<file path="config.mk">
export PLATFORM = sky130hd
export DESIGN_NAME = wav_riff_header_parser
export DESIGN_NICKNAME = d
export VERILOG_FILES = /design/src/rtl/wrhp_pkg.sv /design/src/rtl/wrhp_divider.sv /design/src/rtl/wrhp_queue.sv /design/src/rtl/wrhp_front.sv /design/src/rtl/wav_riff_header_parser.sv
export SDC_FILE = /design/constraint.sdc
export NUM_CORES = 2
export LEC_CHECK = 0
export ABC_AREA = 1
export BUFFER_PORTS_ARGS = -buffer_cell sky130_fd_sc_hd__buf_2
export CORE_MARGIN = 5
export CORE_UTILIZATION = 56
export DETAILED_ROUTE_END_ITERATION = 6
export GPL_TIMING_DRIVEN = 1
export MAX_ROUTING_LAYER = met4
export PLACE_DENSITY_LB_ADDON = 0.3
export SYNTH_ARGS = -nofsm -noshare
export SYNTH_HDL_FRONTEND = slang
export SYNTH_HIERARCHICAL = 1
export SYNTH_SLANG_ARGS = --single-unit
export TNS_END_PERCENT = 20
</file>
<file path="constraint.sdc">
create_clock -name clock -period 28.3 [get_ports clock]
set_input_delay 1.415 -clock clock [delete_from_list [all_inputs] [get_ports clock]]
set_output_delay 1.415 -clock clock [all_outputs]
set_load 0.005 [all_outputs]
</file>
<file path="src/rtl/wrhp_pkg.sv">
// ----------------------------------------------------------------------------
// wrhp_pkg
// Types and constants shared by the WAV header parser modules.
// ----------------------------------------------------------------------------
`default_nettype none

package wrhp_pkg;

   localparam logic [31:0] TAG_RIFF = 32'h4646_4952;
   localparam logic [31:0] TAG_WAVE = 32'h4556_4157;
   localparam logic [31:0] TAG_FMT  = 32'h2074_6D66;
   localparam logic [31:0] TAG_DATA = 32'h6174_6164;
   localparam logic [31:0] TAG_CUE  = 32'h2065_7563;

   localparam logic [1:0] EV_FMT    = 2'd0;
   localparam logic [1:0] EV_DATA   = 2'd1;
   localparam logic [1:0] EV_CUE    = 2'd2;
   localparam logic [1:0] EV_FINISH = 2'd3;

   localparam logic [1:0] ST_OK        = 2'd0;
   localparam logic [1:0] ST_NOT_RIFF  = 2'd1;
   localparam logic [1:0] ST_NOT_WAVE  = 2'd2;
   localparam logic [1:0] ST_MISSING   = 2'd3;

   localparam int QUEUE_DEPTH = 2;

   typedef struct packed {
      logic [7:0] file_byte;
      logic       is_last;
   } req_type;

   typedef struct packed {
      logic [1:0]  event_kind;
      logic [15:0] audio_format;
      logic [15:0] channel_count;
      logic [31:0] sample_rate;
      logic [31:0] byte_rate;
      logic [15:0] block_align;
      logic [15:0] bits_per_sample;
      logic [31:0] data_size;
      logic [31:0] header_length;
      logic [31:0] cue_offset;
      logic [5:0]  cue_count;
      logic [1:0]  status;
   } rsp_type;

   typedef struct packed {
      logic        start;
      logic [31:0] dividend;
      logic [15:0] divisor;
   } div_req_type;

   typedef struct packed {
      logic        busy;
      logic        done;
      logic [31:0] quotient;
   } div_rsp_type;

endpackage

`default_nettype wire

</file>
<file path="src/rtl/wrhp_divider.sv">
// ----------------------------------------------------------------------------
// wrhp_divider
// Restoring divider, 32-bit dividend by nonzero 16-bit divisor, one bit a cycle.
// ----------------------------------------------------------------------------
`default_nettype none

module wrhp_divider
   import wrhp_pkg::*;
(
   input  wire logic        clock,
   input  wire logic        reset,
   input  wire div_req_type div_req,
   output div_rsp_type      div_rsp
);

   logic        busy_ff, busy_in;
   logic [4:0]  count_ff, count_in;
   logic [31:0] dvd_ff, dvd_in;
   logic [15:0] rem_ff, rem_in;
   logic [15:0] dvs_ff, dvs_in;
   logic [16:0] trial;
   logic        qbit;

   always_comb begin
      busy_in  = busy_ff;
      count_in = count_ff;
      dvd_in   = dvd_ff;
      rem_in   = rem_ff;
      dvs_in   = dvs_ff;
      trial    = {rem_ff, dvd_ff[31]};
      qbit     = (trial >= {1'b0, dvs_ff});
      if (busy_ff) begin
         // dividend shifts out at the top while quotient bits fill from below
         rem_in   = qbit ? 16'(trial - {1'b0, dvs_ff}) : trial[15:0];
         dvd_in   = {dvd_ff[30:0], qbit};
         count_in = count_ff + 5'd1;
         if (count_ff == 5'd31) begin
            busy_in = 1'b0;
         end
      end else if (div_req.start) begin
         busy_in  = 1'b1;
         count_in = '0;
         dvd_in   = div_req.dividend;
         rem_in   = '0;
         dvs_in   = div_req.divisor;
      end
   end

   always_ff @(posedge clock) begin
      if (reset) begin
         busy_ff  <= 1'b0;
         count_ff <= '0;
      end else begin
         busy_ff  <= busy_in;
         count_ff <= count_in;
      end
      dvd_ff <= dvd_in;
      rem_ff <= rem_in;
      dvs_ff <= dvs_in;
   end

   assign div_rsp.busy     = busy_ff;
   assign div_rsp.done     = busy_ff && (count_ff == 5'd31);
   assign div_rsp.quotient = {dvd_ff[30:0], qbit};

endmodule

`default_nettype wire

</file>
<file path="src/rtl/wrhp_queue.sv">
// ----------------------------------------------------------------------------
// wrhp_queue
// Two-entry result queue between the parser front and the result channel.
// ----------------------------------------------------------------------------
`default_nettype none

module wrhp_queue
   import wrhp_pkg::*;
(
   input  wire logic    clock,
   input  wire logic    reset,
   input  wire logic    push,
   input  wire rsp_type push_data,
   output logic         full,
   output logic         rsp_valid,
   input  wire logic    rsp_ready,
   output rsp_type      rsp_data
);

   rsp_type    mem [QUEUE_DEPTH];
   logic       wr_ptr_ff, wr_ptr_in;
   logic       rd_ptr_ff, rd_ptr_in;
   logic [1:0] count_ff, count_in;
   logic       pop;

   assign pop       = rsp_valid && rsp_ready;
   assign rsp_valid = (count_ff != 2'd0);
   assign full      = (count_ff == 2'(QUEUE_DEPTH));
   assign rsp_data  = mem[rd_ptr_ff];

   always_comb begin
      wr_ptr_in = push ? ~wr_ptr_ff : wr_ptr_ff;
      rd_ptr_in = pop  ? ~rd_ptr_ff : rd_ptr_ff;
      count_in  = count_ff + 2'(push) - 2'(pop);
   end

   always_ff @(posedge clock) begin
      if (reset) begin
         wr_ptr_ff <= 1'b0;
         rd_ptr_ff <= 1'b0;
         count_ff  <= '0;
      end else begin
         wr_ptr_ff <= wr_ptr_in;
         rd_ptr_ff <= rd_ptr_in;
         count_ff  <= count_in;
      end
      if (push) begin
         mem[wr_ptr_ff] <= push_data;
      end
   end

   a_no_overfill: assert property (@(posedge clock) disable iff (reset)
      count_ff <= 2'(QUEUE_DEPTH))
      else $error("result queue overfilled");

   a_push_grows: assert property (@(posedge clock) disable iff (reset)
      (push && !pop) |=> (count_ff == $past(count_ff) + 2'd1))
      else $error("push lost");

   a_pop_shrinks: assert property (@(posedge clock) disable iff (reset)
      (pop && !push) |=> (count_ff == $past(count_ff) - 2'd1))
      else $error("pop lost");

endmodule

`default_nettype wire

</file>
<file path="src/rtl/wrhp_front.sv">
// ----------------------------------------------------------------------------
// wrhp_front
// Byte parser: tag checks, chunk walk, field extraction, result generation.
// ----------------------------------------------------------------------------
`default_nettype none

module wrhp_front
   import wrhp_pkg::*;
#(
   parameter int MAX_CUES = 32
)
(
   input  wire logic        clock,
   input  wire logic        reset,
   input  wire logic        req_valid,
   output logic             req_ready,
   input  wire req_type     req_data,
   input  wire logic        csr_write_enable,
   input  wire logic [31:0] csr_write_data,
   input  wire logic        queue_full,
   output logic             push,
   output rsp_type          push_data,
   output div_req_type      div_req,
   input  wire div_rsp_type div_rsp
);

   typedef enum logic [3:0] {
      PH_RIFF, PH_RSIZE, PH_WAVE, PH_CID, PH_CSIZE,
      PH_FMT, PH_CUEN, PH_CUEP, PH_SKIP, PH_DONE
   } phase_type;

   phase_type   phase_ff, phase_in;
   logic [31:0] pos_ff, pos_in;
   logic [31:0] tag_ff, tag_in;
   logic [31:0] acc_ff, acc_in;
   logic [32:0] left_ff, left_in;
   logic        fmt_seen_ff, fmt_seen_in;
   logic        data_seen_ff, data_seen_in;
   logic [15:0] afmt_ff, afmt_in;
   logic [15:0] chans_ff, chans_in;
   logic [31:0] srate_ff, srate_in;
   logic [31:0] brate_ff, brate_in;
   logic [15:0] balign_ff, balign_in;
   logic [15:0] bps_ff, bps_in;
   logic [31:0] dlen_ff, dlen_in;
   logic [31:0] sos_ff, sos_in;
   logic [31:0] limit_ff, limit_in;
   logic [31:0] deflimit_ff, deflimit_in;
   logic [5:0]  pleft_ff, pleft_in;
   logic [4:0]  idx_ff, idx_in;
   logic [5:0]  accepted_ff, accepted_in;

   logic        accept;
   logic [31:0] placed;
   logic [31:0] accb;
   logic        fin;
   logic [1:0]  fin_status;
   logic        emit;
   logic [1:0]  emit_kind;
   rsp_type     res;

   assign req_ready = !div_rsp.busy && !queue_full;
   assign accept    = req_valid && req_ready;
   assign placed    = {24'd0, req_data.file_byte} << {idx_ff[1:0], 3'b000};

   always_comb begin
      phase_in     = phase_ff;
      pos_in       = pos_ff;
      tag_in       = tag_ff;
      acc_in       = acc_ff;
      left_in      = left_ff;
      fmt_seen_in  = fmt_seen_ff;
      data_seen_in = data_seen_ff;
      afmt_in      = afmt_ff;
      chans_in     = chans_ff;
      srate_in     = srate_ff;
      brate_in     = brate_ff;
      balign_in    = balign_ff;
      bps_in       = bps_ff;
      dlen_in      = dlen_ff;
      sos_in       = sos_ff;
      limit_in     = limit_ff;
      deflimit_in  = deflimit_ff;
      pleft_in     = pleft_ff;
      idx_in       = idx_ff;
      accepted_in  = accepted_ff;
      accb         = '0;
      fin          = 1'b0;
      fin_status   = ST_OK;
      emit         = 1'b0;
      emit_kind    = EV_FMT;
      res          = '0;
      div_req      = '0;

      if (div_rsp.done) begin
         limit_in = div_rsp.quotient;
      end

      if (accept) begin
         unique case (phase_ff)
            PH_RIFF, PH_WAVE, PH_CID: begin
               tag_in = {req_data.file_byte, tag_ff[31:8]};
               if (idx_ff == 5'd3) begin
                  idx_in = '0;
                  if (phase_ff == PH_RIFF) begin
                     if (tag_in != TAG_RIFF) begin
                        fin        = 1'b1;
                        fin_status = ST_NOT_RIFF;
                        phase_in   = PH_DONE;
                     end else begin
                        phase_in = PH_RSIZE;
                     end
                  end else if (phase_ff == PH_WAVE) begin
                     if (tag_in != TAG_WAVE) begin
                        fin        = 1'b1;
                        fin_status = ST_NOT_WAVE;
                        phase_in   = PH_DONE;
                     end else begin
                        phase_in = PH_CID;
                     end
                  end else begin
                     phase_in = PH_CSIZE;
                     acc_in   = '0;
                  end
               end else begin
                  idx_in = idx_ff + 5'd1;
               end
            end
            PH_RSIZE: begin
               if (idx_ff == 5'd3) begin
                  idx_in   = '0;
                  phase_in = PH_WAVE;
               end else begin
                  idx_in = idx_ff + 5'd1;
               end
            end
            PH_CSIZE: begin
               acc_in = acc_ff | placed;
               if (idx_ff == 5'd3) begin
                  idx_in   = '0;
                  // odd sizes carry one pad byte
                  left_in  = {1'b0, acc_in} + {32'd0, acc_in[0]};
                  phase_in = PH_SKIP;
                  if (tag_ff == TAG_FMT && acc_in >= 32'd16) begin
                     phase_in = PH_FMT;
                  end else if (tag_ff == TAG_DATA) begin
                     dlen_in      = acc_in;
                     sos_in       = pos_ff + 32'd1;
                     data_seen_in = 1'b1;
                     if (balign_ff == 16'd0) begin
                        limit_in = '1;
                     end else if (!req_data.is_last) begin
                        div_req.start    = 1'b1;
                        div_req.dividend = acc_in;
                        div_req.divisor  = balign_ff;
                     end
                     if (fmt_seen_ff) begin
                        fin        = 1'b1;
                        fin_status = ST_OK;
                        phase_in   = PH_DONE;
                     end else begin
                        emit      = 1'b1;
                        emit_kind = EV_DATA;
                     end
                  end else if (tag_ff == TAG_CUE) begin
                     phase_in    = PH_CUEN;
                     acc_in      = '0;
                     accepted_in = '0;
                  end
                  if (phase_in != PH_DONE && left_in == 33'd0) begin
                     phase_in = PH_CID;
                  end
               end else begin
                  idx_in = idx_ff + 5'd1;
               end
            end
            PH_FMT, PH_CUEN, PH_CUEP, PH_SKIP: begin
               left_in = left_ff - 33'd1;
               if (phase_ff == PH_FMT) begin
                  accb   = ((idx_ff[1:0] == 2'd0) ? 32'd0 : acc_ff) | placed;
                  acc_in = accb;
                  case (idx_ff)
                     5'd1:    afmt_in   = accb[15:0];
                     5'd3:    chans_in  = accb[31:16];
                     5'd7:    srate_in  = accb;
                     5'd11:   brate_in  = accb;
                     5'd13:   balign_in = accb[15:0];
                     5'd15:   bps_in    = accb[31:16];
                     default: ;
                  endcase
                  if (idx_ff == 5'd15) begin
                     idx_in      = '0;
                     fmt_seen_in = 1'b1;
                     phase_in    = PH_SKIP;
                     if (data_seen_ff) begin
                        fin        = 1'b1;
                        fin_status = ST_OK;
                        phase_in   = PH_DONE;
                     end else begin
                        emit      = 1'b1;
                        emit_kind = EV_FMT;
                     end
                  end else begin
                     idx_in = idx_ff + 5'd1;
                  end
               end else if (phase_ff == PH_CUEN) begin
                  acc_in = acc_ff | placed;
                  if (idx_ff == 5'd3) begin
                     idx_in = '0;
                     if (acc_in > 32'(MAX_CUES)) begin
                        pleft_in = 6'(MAX_CUES);
                     end else begin
                        pleft_in = acc_in[5:0];
                     end
                     phase_in = (pleft_in != 6'd0) ? PH_CUEP : PH_SKIP;
                  end else begin
                     idx_in = idx_ff + 5'd1;
                  end
               end else if (phase_ff == PH_CUEP) begin
                  // only the sample offset, bytes 20 to 23 of a point, matters
                  if (idx_ff >= 5'd20) begin
                     acc_in = ((idx_ff == 5'd20) ? 32'd0 : acc_ff) | placed;
                  end
                  if (idx_ff >= 5'd23) begin
                     idx_in = '0;
                     if (acc_in < limit_ff) begin
                        accepted_in = accepted_ff + 6'd1;
                        emit        = 1'b1;
                        emit_kind   = EV_CUE;
                     end
                     pleft_in = (pleft_ff != 6'd0) ? pleft_ff - 6'd1 : 6'd0;
                     if (pleft_in == 6'd0) begin
                        phase_in = PH_SKIP;
                     end
                  end else begin
                     idx_in = idx_ff + 5'd1;
                  end
               end
               if (phase_in != PH_DONE && left_in == 33'd0) begin
                  phase_in = PH_CID;
                  idx_in   = '0;
               end
            end
            PH_DONE: ;
            default: ;
         endcase

         pos_in = pos_ff + 32'd1;

         if (req_data.is_last && phase_in != PH_DONE) begin
            fin = 1'b1;
            if (phase_in == PH_RIFF || phase_in == PH_RSIZE || phase_in == PH_WAVE) begin
               fin_status = ST_NOT_RIFF;
            end else begin
               fin_status = ST_MISSING;
            end
         end

         if (fin) begin
            res.event_kind      = EV_FINISH;
            res.audio_format    = afmt_in;
            res.channel_count   = chans_in;
            res.sample_rate     = srate_in;
            res.byte_rate       = brate_in;
            res.block_align     = balign_in;
            res.bits_per_sample = bps_in;
            res.data_size       = dlen_in;
            res.header_length   = sos_in;
            res.cue_count       = accepted_in;
            res.status          = fin_status;
            phase_in            = PH_DONE;
         end else if (emit) begin
            res.event_kind = emit_kind;
            case (emit_kind)
               EV_FMT: begin
                  res.audio_format    = afmt_in;
                  res.channel_count   = chans_in;
                  res.sample_rate     = srate_in;
                  res.byte_rate       = brate_in;
                  res.block_align     = balign_in;
                  res.bits_per_sample = bps_in;
               end
               EV_DATA: begin
                  res.data_size     = dlen_in;
                  res.header_length = sos_in;
               end
               default: begin
                  res.cue_offset = acc_in;
                  res.cue_count  = accepted_in;
               end
            endcase
         end

         // last byte rearms for the next file, register kept
         if (req_data.is_last) begin
            phase_in     = PH_RIFF;
            pos_in       = '0;
            tag_in       = '0;
            acc_in       = '0;
            left_in      = '0;
            fmt_seen_in  = 1'b0;
            data_seen_in = 1'b0;
            afmt_in      = '0;
            chans_in     = '0;
            srate_in     = '0;
            brate_in     = '0;
            balign_in    = '0;
            bps_in       = '0;
            dlen_in      = '0;
            sos_in       = '0;
            limit_in     = deflimit_ff;
            pleft_in     = '0;
            idx_in       = '0;
            accepted_in  = '0;
         end
      end

      if (csr_write_enable) begin
         deflimit_in = csr_write_data;
         if (!data_seen_ff) begin
            limit_in = csr_write_data;
         end
      end
   end

   assign push      = accept && (fin || emit);
   assign push_data = res;

   always_ff @(posedge clock) begin
      if (reset) begin
         phase_ff     <= PH_RIFF;
         pos_ff       <= '0;
         tag_ff       <= '0;
         acc_ff       <= '0;
         left_ff      <= '0;
         fmt_seen_ff  <= 1'b0;
         data_seen_ff <= 1'b0;
         afmt_ff      <= '0;
         chans_ff     <= '0;
         srate_ff     <= '0;
         brate_ff     <= '0;
         balign_ff    <= '0;
         bps_ff       <= '0;
         dlen_ff      <= '0;
         sos_ff       <= '0;
         limit_ff     <= '1;
         deflimit_ff  <= '1;
         pleft_ff     <= '0;
         idx_ff       <= '0;
         accepted_ff  <= '0;
      end else begin
         phase_ff     <= phase_in;
         pos_ff       <= pos_in;
         tag_ff       <= tag_in;
         acc_ff       <= acc_in;
         left_ff      <= left_in;
         fmt_seen_ff  <= fmt_seen_in;
         data_seen_ff <= data_seen_in;
         afmt_ff      <= afmt_in;
         chans_ff     <= chans_in;
         srate_ff     <= srate_in;
         brate_ff     <= brate_in;
         balign_ff    <= balign_in;
         bps_ff       <= bps_in;
         dlen_ff      <= dlen_in;
         sos_ff       <= sos_in;
         limit_ff     <= limit_in;
         deflimit_ff  <= deflimit_in;
         pleft_ff     <= pleft_in;
         idx_ff       <= idx_in;
         accepted_ff  <= accepted_in;
      end
   end

endmodule

`default_nettype wire

</file>
<file path="src/rtl/wav_riff_header_parser.sv">
// ----------------------------------------------------------------------------
// wav_riff_header_parser
// Byte-serial RIFF/WAVE header parser reporting fmt, data, cue and status items.
// ----------------------------------------------------------------------------
//  port group   direction   handshake          payload
//  req_*        in          req_valid/ready    req_type  (file byte, last flag)
//  rsp_*        out         rsp_valid/ready    rsp_type  (event fields)
//  csr_*        in          csr_write_enable   32-bit default cue limit
//
//  one byte is taken per cycle while the two-entry result queue has room and no divide runs
//  a data chunk with nonzero block align runs a serial divide for the cue
//  limit; input is held off until that divide is done
//  reset is synchronous and active high; no clearing pass is needed
//  a stalled result side holds off input once the queue is full
// ----------------------------------------------------------------------------
`default_nettype none

module wav_riff_header_parser
   import wrhp_pkg::*;
#(
   parameter int MAX_CUES = 32
)
(
   input  wire logic        clock,
   input  wire logic        reset,
   input  wire logic        req_valid,
   output logic             req_ready,
   input  wire req_type     req_data,
   output logic             rsp_valid,
   input  wire logic        rsp_ready,
   output rsp_type          rsp_data,
   input  wire logic        csr_write_enable,
   input  wire logic [31:0] csr_write_data
);

   logic        queue_full;
   logic        push;
   rsp_type     push_data;
   div_req_type div_req;
   div_rsp_type div_rsp;

   wrhp_front #(
      .MAX_CUES(MAX_CUES)
   ) u_front (
      .clock           (clock),
      .reset           (reset),
      .req_valid       (req_valid),
      .req_ready       (req_ready),
      .req_data        (req_data),
      .csr_write_enable(csr_write_enable),
      .csr_write_data  (csr_write_data),
      .queue_full      (queue_full),
      .push            (push),
      .push_data       (push_data),
      .div_req         (div_req),
      .div_rsp         (div_rsp)
   );

   wrhp_divider u_divider (
      .clock  (clock),
      .reset  (reset),
      .div_req(div_req),
      .div_rsp(div_rsp)
   );

   wrhp_queue u_queue (
      .clock    (clock),
      .reset    (reset),
      .push     (push),
      .push_data(push_data),
      .full     (queue_full),
      .rsp_valid(rsp_valid),
      .rsp_ready(rsp_ready),
      .rsp_data (rsp_data)
   );

endmodule

`default_nettype wire
</file>
==> out/metrics.yaml <==
arrival_ns: 7.92
place_inst: 6851
cp_slowest_stage_delay_ns: 0.83
cp_data_required_time_ns: 28.59
drive_gt1_share_pct: 15.24
cp-start-kind: "flip-flop"
cts-resized-gates: 0
synth_top_area_share_pct: 32.37
area_delta_synth_final_pct: 9.974
grt_pass1_vias: 38921
synth_top_area_cell: "edfxtp_1"
cp_common_cell: "o21ai_0"
power_density_mw_per_mm2: 64.73
clock_path_buffers: 3
yosys_warnings: 6
r2r-end: "u_queue/mem[0][48]$_DFFE_PP_"
r2r-start: "u_front/idx_ff[1]$_SDFFE_PP0P_"
ys_seq_area_share_pct: 49.37
p_leak_uw: 0.02076
routedWlPerCell_um: 22.15
grt_pass1_wl_mm: 234.3
cts_hold_buf: 0
dieArea_mm2: 0.09416
ir_drop_mv: 0.05481
antenna_left: 0
finalClockSkew_ns: 0.03431
io_buffer_count: 281
chipWidth_um: 306.9
mappedNetlistArea_mm2: 0.04935
fin_tns_setup_ns: 0
max_freq_mhz: 131.1
rows: 108
drc: 6
setup_viol: 0
initial_utilization_pct: 56.62
grt_antenna_before_repair: 3
synth.distinct_cells: 65
overflow: 0
dr.pass1.iters: 7
ctsRootBufferMaster: "clkbuf_16"
wirelength_mm: 155.8
instances_no_fill: 7037
gp_congestion: 1.022
clkTransAtPathRegs_ns: 0.07
synth_edf_count: 532
grt.total_usage_pct: 32.84
ioPinCount: 282
synth_flop_cell: "edfxtp_1"
ys_top_cells_by_area: "edfxtp_1 (32%), dfxtp_1 (17%), nand2_1 (9.0%)"
cp-end-kind: "flip-flop"
grt_max_degree: 180
slowest_stage: "buf_4"
hold_viol: 0
async_reset_ff_share_pct: 0
syn_area_per_cell_um2: 8.670
timing.reg2reg.setup_slack_ns: 20.67
post_cts_buffers: 0
num_vias: 41189
coreArea_mm2: 0.08716
synth_most_common_cell: "nand2_1"
hold_class: "flip-flop to flip-flop"
hpwl_mm: 107.5
yosys-top-cells-count: "nand2_1 (1185), nor2_1 (741), edfxtp_1 (532)"
worst_pin_slew_ns: 1.181
max_slew_margin_pct: 21.10
clock-sinks: 951
htree_num_levels: 3
synthCells: 5692
hold_ws_ns: 0.4590
cp-endpoint: "u_queue/mem[0][48]$_DFFE_PP_"
routed_via_density: 5.853
violations: "design-rule violations"
drt_iter0_markers: 4414
cts_tree: "yes"
fin_crit_ns: 7.627
ff2ff_path_depth: 22
rsz0062_at_grt: "no"
path_max_fanout: 62
maxSlewViolCount: 0
nets: 5906
maxCapViolations: 0
syn_nets: 5803
cp_cell_sequence: "inv_6, ha_1, nand3_1, nor2_2, buf_4, o22ai_1, ha_1, a21oi_1, o21ai_0, o21ai_0, nand2_1, nand3_1, nand2_1, inv_1, o21ai_0, o21ai_0, inv_1, a31oi_1, inv_1, nor2_4, buf_4, buf_4"
post-route-period-util_pct: 26.95
status: "finished with violations"
startpoint: "u_front/idx_ff[1]$_SDFFE_PP0P_"
ys_ff_latch: 951
cts_buffers: 97
clk_latency_ns: 0.70
worstSetupPathType: "flip-flop to flip-flop"
die_y_um: 306.9
==> cell usage in the layout (no fill, tap or decap), drive strengths merged, types with 114 or more instances in the layout <==
master,synthesis,final
buf,104,350
nor2,769,769
dfxtp,419,419
mux2,234,234
o21ai,390,390
nand3,317,317
a21oi,233,233
a2bb2oi,114,114
clkbuf,242,137
nand2,1223,1223
edfxtp,532,532
inv,538,544
==> cell type report <==
class / count / area, um2
Antenna cell: 2 / 5.005
Clock inverter: 47 / 490.5
Timing Repair Buffer: 350 / 1947
Sequential cell: 951 / 24370
Clock buffer: 137 / 2709
Tap cell: 1155 / 1445
Fill cell: 7350 / 32890
Multi-Input combinational cell: 3849 / 21230
Inverter: 546 / 2072
==> layer usage <==
layer	track usage [%]	wire length [um]
met2	51.36	71670
met1	43.86	65460
met5	-	0
met4	12.20	6092
met3	4.948	12610
==> state kept, by name (all words and copies together) (netlist names), 32 cells and up, named ones only <==
signal	cells
u_divider/dvd_ff	32
u_front/acc_ff	32
u_front/brate_ff	32
u_front/deflimit_ff	32
u_front/dlen_ff	32
u_front/left_ff	33
u_front/limit_ff	32
u_front/pos_ff	32
u_front/sos_ff	32
u_front/srate_ff	32
u_front/tag_ff	32
u_queue/mem	468
==> worst min-delay path by stage <==
stage                                               startpoint                                   end  slack (ns)  depth (start not counted)
after floorplan             u_divider/count_ff[3]$_SDFFE_PP0P_    u_divider/count_ff[3]$_SDFFE_PP0P_        0.42                          1
after global placement     u_front/deflimit_ff[2]$_SDFFE_PP1P_   u_front/deflimit_ff[2]$_SDFFE_PP1P_        0.44                          2
after detailed placement   u_front/deflimit_ff[2]$_SDFFE_PP1P_   u_front/deflimit_ff[2]$_SDFFE_PP1P_        0.44                          2
after CTS                 u_front/deflimit_ff[26]$_SDFFE_PP1P_  u_front/deflimit_ff[26]$_SDFFE_PP1P_        0.46                          2
after global routing      u_front/deflimit_ff[13]$_SDFFE_PP1P_  u_front/deflimit_ff[13]$_SDFFE_PP1P_        0.48                          2
final                     u_front/deflimit_ff[17]$_SDFFE_PP1P_  u_front/deflimit_ff[17]$_SDFFE_PP1P_        0.46                          2
==> through the flow <==
step / util (%) / area (um2) / setup WS [ns] / total power (uW)
after floorplan: - / 49350 / 14.00 / 2049
after global placement: 58.59 / 51070 / 20.57 / 2263
after detailed placement: 58.59 / 51070 / 20.57 / 2266
after CTS: 62.26 / 54270 / 20.82 / 3531
after global routing: 62.27 / 54270 / 20.44 / 3645
final: 62.27 / 54270 / 20.67 / 3513
==> cell families (layout without fill, tap and decap cells) <==
| logic type | after synthesis | count (layout) | synth area share (%) |
|---|---|---|---|
| AO/OA/AOI/OAI | 975 | 975 | 11.95 |
| XOR/XNOR | 54 | 54 | 0.9584 |
| adder cells (fa/ha/maj) | 65 | 65 | 1.663 |
| buffers and inverters | 892 | 1080 | 7.733 |
| flip-flops | 951 | 951 | 49.37 |
| multiplexers | 235 | 235 | 6.577 |
| other | 0 | 2 | 0 |
| AND/OR/NAND/NOR | 2520 | 2520 | 21.75 |
==> report_power, final <==
group	internal, uW	switching (uW)
clock	715	556
sequential	1520	26.8
combinational	261	437
==> critical path: cells and delay by family (launching register included) <==
family                   cells  cell delay, ns
buffers and inverters        7            2.71
flip-flops                   1            0.66
AO/OA/AOI/OAI                7            1.68
AND/OR/NAND/NOR              6            1.37
adder cells (fa/ha/maj)      2            0.57
Note: power is estimated with default switching activity, not from simulation.
